### config.mk
export PLATFORM = sky130hd
export DESIGN_NAME = sqmm_ram
export DESIGN_NICKNAME = d
export VERILOG_FILES = /design/src/rtl/core/assert_macros.svh /design/src/rtl/core/sqmm_ram.sv
export SDC_FILE = /design/constraint.sdc
export NUM_CORES = 2
export LEC_CHECK = 0
export CAP_MARGIN = 20
export CELL_PAD_IN_SITES_DETAIL_PLACEMENT = 1
export CELL_PAD_IN_SITES_GLOBAL_PLACEMENT = 1
export CORE_ASPECT_RATIO = 0.5
export CORE_MARGIN = 2
export CORE_UTILIZATION = 41
export CTS_BUF_LIST = sky130_fd_sc_hd__clkbuf_4 sky130_fd_sc_hd__clkbuf_8
export CTS_CLUSTER_SIZE = 10
export DETAILED_ROUTE_END_ITERATION = 8
export DONT_BUFFER_PORTS = 1
export PLACE_DENSITY_LB_ADDON = 0.1
export SLEW_MARGIN = 20
export SYNTH_ARGS = -nofsm -noshare
export SYNTH_HDL_FRONTEND = slang
export SYNTH_SLANG_ARGS = --single-unit
export TNS_END_PERCENT = 20
### constraint.sdc
create_clock -name clk -period 4.3 [get_ports clk]
set_input_delay 1.29 -clock clk [delete_from_list [all_inputs] [get_ports clk]]
set_output_delay 1.29 -clock clk [all_outputs]
set_load 0.02 [all_outputs]
### src/rtl/core/assert_macros.svh
// Assertion macros used by the top level of the matrix multiply block.
`ifndef ASSERT_MACROS_SVH
`define ASSERT_MACROS_SVH

// The condition holds at every clock edge outside reset.
`define ASSERT_ALWAYS(name, cond) \
    name: assert property (@(posedge clk) disable iff (!rst_n) (cond)) \
        else $error("%m: assertion failed");

// When the antecedent holds, the consequent holds in the same cycle.
`define ASSERT_IMP(name, ante, cons) \
    name: assert property (@(posedge clk) disable iff (!rst_n) (ante) |-> (cons)) \
        else $error("%m: assertion failed");

// When the antecedent holds, the consequent holds in the next cycle.
`define ASSERT_NEXT(name, ante, cons) \
    name: assert property (@(posedge clk) disable iff (!rst_n) (ante) |=> (cons)) \
        else $error("%m: assertion failed");

`endif

### src/rtl/core/sqmm_ram.sv
// Generic single-port-write, single-port-read RAM with a registered read.
module sqmm_ram #(
    parameter int WIDTH = 16,
    parameter int DEPTH = 256
) (
    input  logic                                    clk,
    input  logic                                    we,
    input  logic [(DEPTH > 1 ? $clog2(DEPTH) : 1)-1:0] waddr,
    input  logic [WIDTH-1:0]                        wdata,
    input  logic [(DEPTH > 1 ? $clog2(DEPTH) : 1)-1:0] raddr,
    output logic [WIDTH-1:0]                        rdata
);

    logic [WIDTH-1:0] mem_reg [DEPTH];
    logic [WIDTH-1:0] rdata_reg;

    always_ff @(posedge clk)
    begin
        if (we)
        begin
            mem_reg[waddr] <= wdata;
        end
        rdata_reg <= mem_reg[raddr];
    end

    assign rdata = rdata_reg;

endmodule

==> run summary <==
The run finished, with violations left. The checks that failed: max-slew violations. The total I/O pin count is 50. The power per cell area came out at 437 mW/mm^2. The total detailed-routing wirelength came out at 491 mm. For this run, the number of Yosys warnings is 0.

The port buffer count came out at 0. The count of state elements after synthesis is 4,112. The total nets after synthesis is 7,394. Of the total power, the clock network draws 0.393.

The number of vias per cell after detailed routing came out at 5.94. The vertical die dimension is 444 um. The flip-flop count of the largest register, all copies and words added is 4,096. Counting flops with a built-in enable in the synthesized netlist gives 4,096.

The standard cell area after detailed placement is 0.169 mm^2. TritonCTS built the clock tree. The count of nets left with antenna violations after detail routing is 0. The share of Yosys cell area claimed by the top area cell type is 0.775.

Leaving out fill and tap cells, the most frequent cells in the layout are edfxtp_1, mux4_2, clkbuf_8. The pin count of the biggest net entering global routing is 738. Yosys attributes the largest share of cell area to edfxtp_1, mux4_2, mux2i_1.

The number of nets in the final layout is 8,255. The startpoint type of the worst setup path is an input port. The synthesized netlist occupies a cell area of 0.159 mm^2. The post-synthesis cell count is 7,360.

The number of unique standard cell types used by synthesis came out at 52. The clock period minus final worst setup slack came out at 4.22 ns. The type of the setup path with the least slack is input port to register. Leaving out fill and tap cells, the most frequent cell in the layout is edfxtp_1. The row count is 161. The worst path arrival time came out at 5.21 ns. The dominant synthesized flop cell is edfxtp_1. The number of vias after detailed routing came out at 82,000. The initial DRC count is 11,100.

The worst clock skew came out at 0.0914 ns. The number of optimization iterations in the first detailed-route pass came out at 5. The switching share of total power is 0.223.

The clock latency on the worst-skew pair came out at 1.14 ns. The remaining global-route overflow is 0. Hold repair after CTS inserted 0 buffers. The layout overhead on the synthesized area came out at 14.2%. The total placed cells including tap cells came out at 12,700. The logic gate share of total power came out at 0.047. From left edge to right edge, the die measures 884 um. The transition time of the tightest slew-check pin is 1.71 ns. Clock-pin slew was measured on the worst setup and hold paths at 0.06 ns. The total power after layout came out at 79.2 mW. The initial core utilization came out at 0.412. The final instance area is 0.181 mm^2.

On the final layout, the worst hold slack is 0.359 ns. Timing would allow up to 237 MHz. The die area came out at 0.392 mm^2. The number of max-capacitance violations reported came out at 0. The final weighted congestion of routability-driven global placement is 0.838. The share of the Yosys chip area taken by registers is 0.777. The placeable core area came out at 0.385 mm^2. The initial antenna violation count came out at 31. In this run the worst path has a maximum fanout of 117. The total CTS buffers is 605. Buffers added to address setup during post-CTS repair amount to 0. Of the cells placed in the final design, the portion with a size suffix greater than 1 is 0.312.

The headroom to the max-slew limit is -0.137. The design internal power came out at 61.6 mW. The number of remaining DRC errors is 0.

Clock tree synthesis found a total of 4,112 sinks. The average detailed-routed wire length per instance came out at 35.5 um. The count of final setup violators is 0. The number of global-route vias before repair was 84,200. The HPWL after detailed placement is 269 mm. The switching component of the power is 17.6 mW. The total routing resource utilization after global routing came out at 0.244. IR analysis of the VDD net gives a maximum drop of 0.000262 V. Setup repair after global routing left no endpoint under its margin. The sequential cell fraction of total power came out at 0.560. The number of pins exceeding their max-slew limit in the final report is 80. The post-synthesis average cell area came out at 21.6 um^2.

The filler-free cell count of the finished design is 13,800. The H-tree was split into 6 levels. The worst setup path is captured at a register.

The async set or reset register ratio after synthesis came out at 0. Of all cell types, the one taking the most synthesized area is edfxtp_1. For the final routed database, the setup TNS stands at 0 ns.

The tree is rooted in a clkbuf_8. The first global-routing pass estimated 676 mm of wire. For the worst setup path, the data required time is 5.29 ns. Dividing the final minimum period by the clock period gives 0.981. The leakage power figure is 57.7 nW.

The worst min-delay path class is input port to register. The maximum buffer depth of the clock tree is 4. The final hold violation count came out at 0.
## cell type report
cell class / instances / area (um^2)
inverters: 4 / 27.5
well taps: 5134 / 6420
repair buffers: 706 / 6650
clock inverters: 202 / 1190
multi-input cells: 2792 / 33300
clock buffers: 832 / 10200
diodes: 27 / 67.6
flip-flops and latches: 4112 / 123000
fillers: 34900 / 204000
## cell families after synthesis
family                 synth area share
buffers and inverters            0.0169
DFF                               0.777
AOI/OAI and AO/OA                0.0354
muxes                             0.155
and+or+nand+nor                  0.0157
## worst paths after layout
kind,startpoint,end,slack [ns],cells past startpoint
worst max-delay path,raddr[0],rdata[13],0.08,11
worst min-delay path,wdata[5],mem_reg[145][5],0.36,0
worst max register to register,mem_reg[139][3],rdata[3],1.51,8
worst min register to register,mem_reg[232][0],rdata[0],0.98,6
## power by group through the flow
stage               Sequential [mW]  Clock, mW  Combinational, mW
floorplan                      45.1          0               2.18
global placement               45.2          0               3.34
detailed placement             45.2          0               3.37
CTS                            44.4       31.8               3.43
global route                   44.3       33.4               3.86
finish                         44.4       31.2               3.69
## what timing repair did
item / in CTS / in global routing
pin swaps: 0 / 0
endpoints found under the setup margin: 16 / 16
hold endpoints to repair: 0 / 0
cloned: 8 / 7
resized for setup: 1 / 7
## synthesized netlist by cell type (27+ instances only)
cell type	n
edfxtp_1	4096
mux4_2	797
mux2i_1	565
nor2_1	304
o221ai_1	252
clkbuf_1	230
a21oi_1	175
o22ai_1	148
nor3_1	92
mux2_2	88
buf_6	77
buf_2	76
a22oi_1	43
nand2_1	38
o21ai_0	37
nand3_1	35
a22o_1	32
a221oi_1	28
buf_1	27
## critical path, stage by stage
cell and delay, ns:
buf_16 0.37, buf_16 0.35, buf_16 0.42, buf_16 0.37
mux4_2 0.56, a2111oi_0 0.61, buf_4 0.22, nor2_1 0.11
nand3_1 0.26, buf_12 0.13, nor4_1 0.04
## through the flow
step	worst slack, ns	utilization
floorplan	0.845	-
global placement	-2.61	0.439
detailed placement	-2.78	0.439
CTS	0.0180	0.469
global route	0.0257	0.470
finish	0.0818	0.470
## routing by layer
| metal | track usage | wire length [um] |
|---|---|---|
| met5 | 0 | 62 |
| met4 | 0.0616 | 12600 |
| met3 | 0.0467 | 40200 |
| met2 | 0.368 | 220000 |
| met1 | 0.367 | 218000 |
No activity file was read; power rests on OpenSTA's default activity.
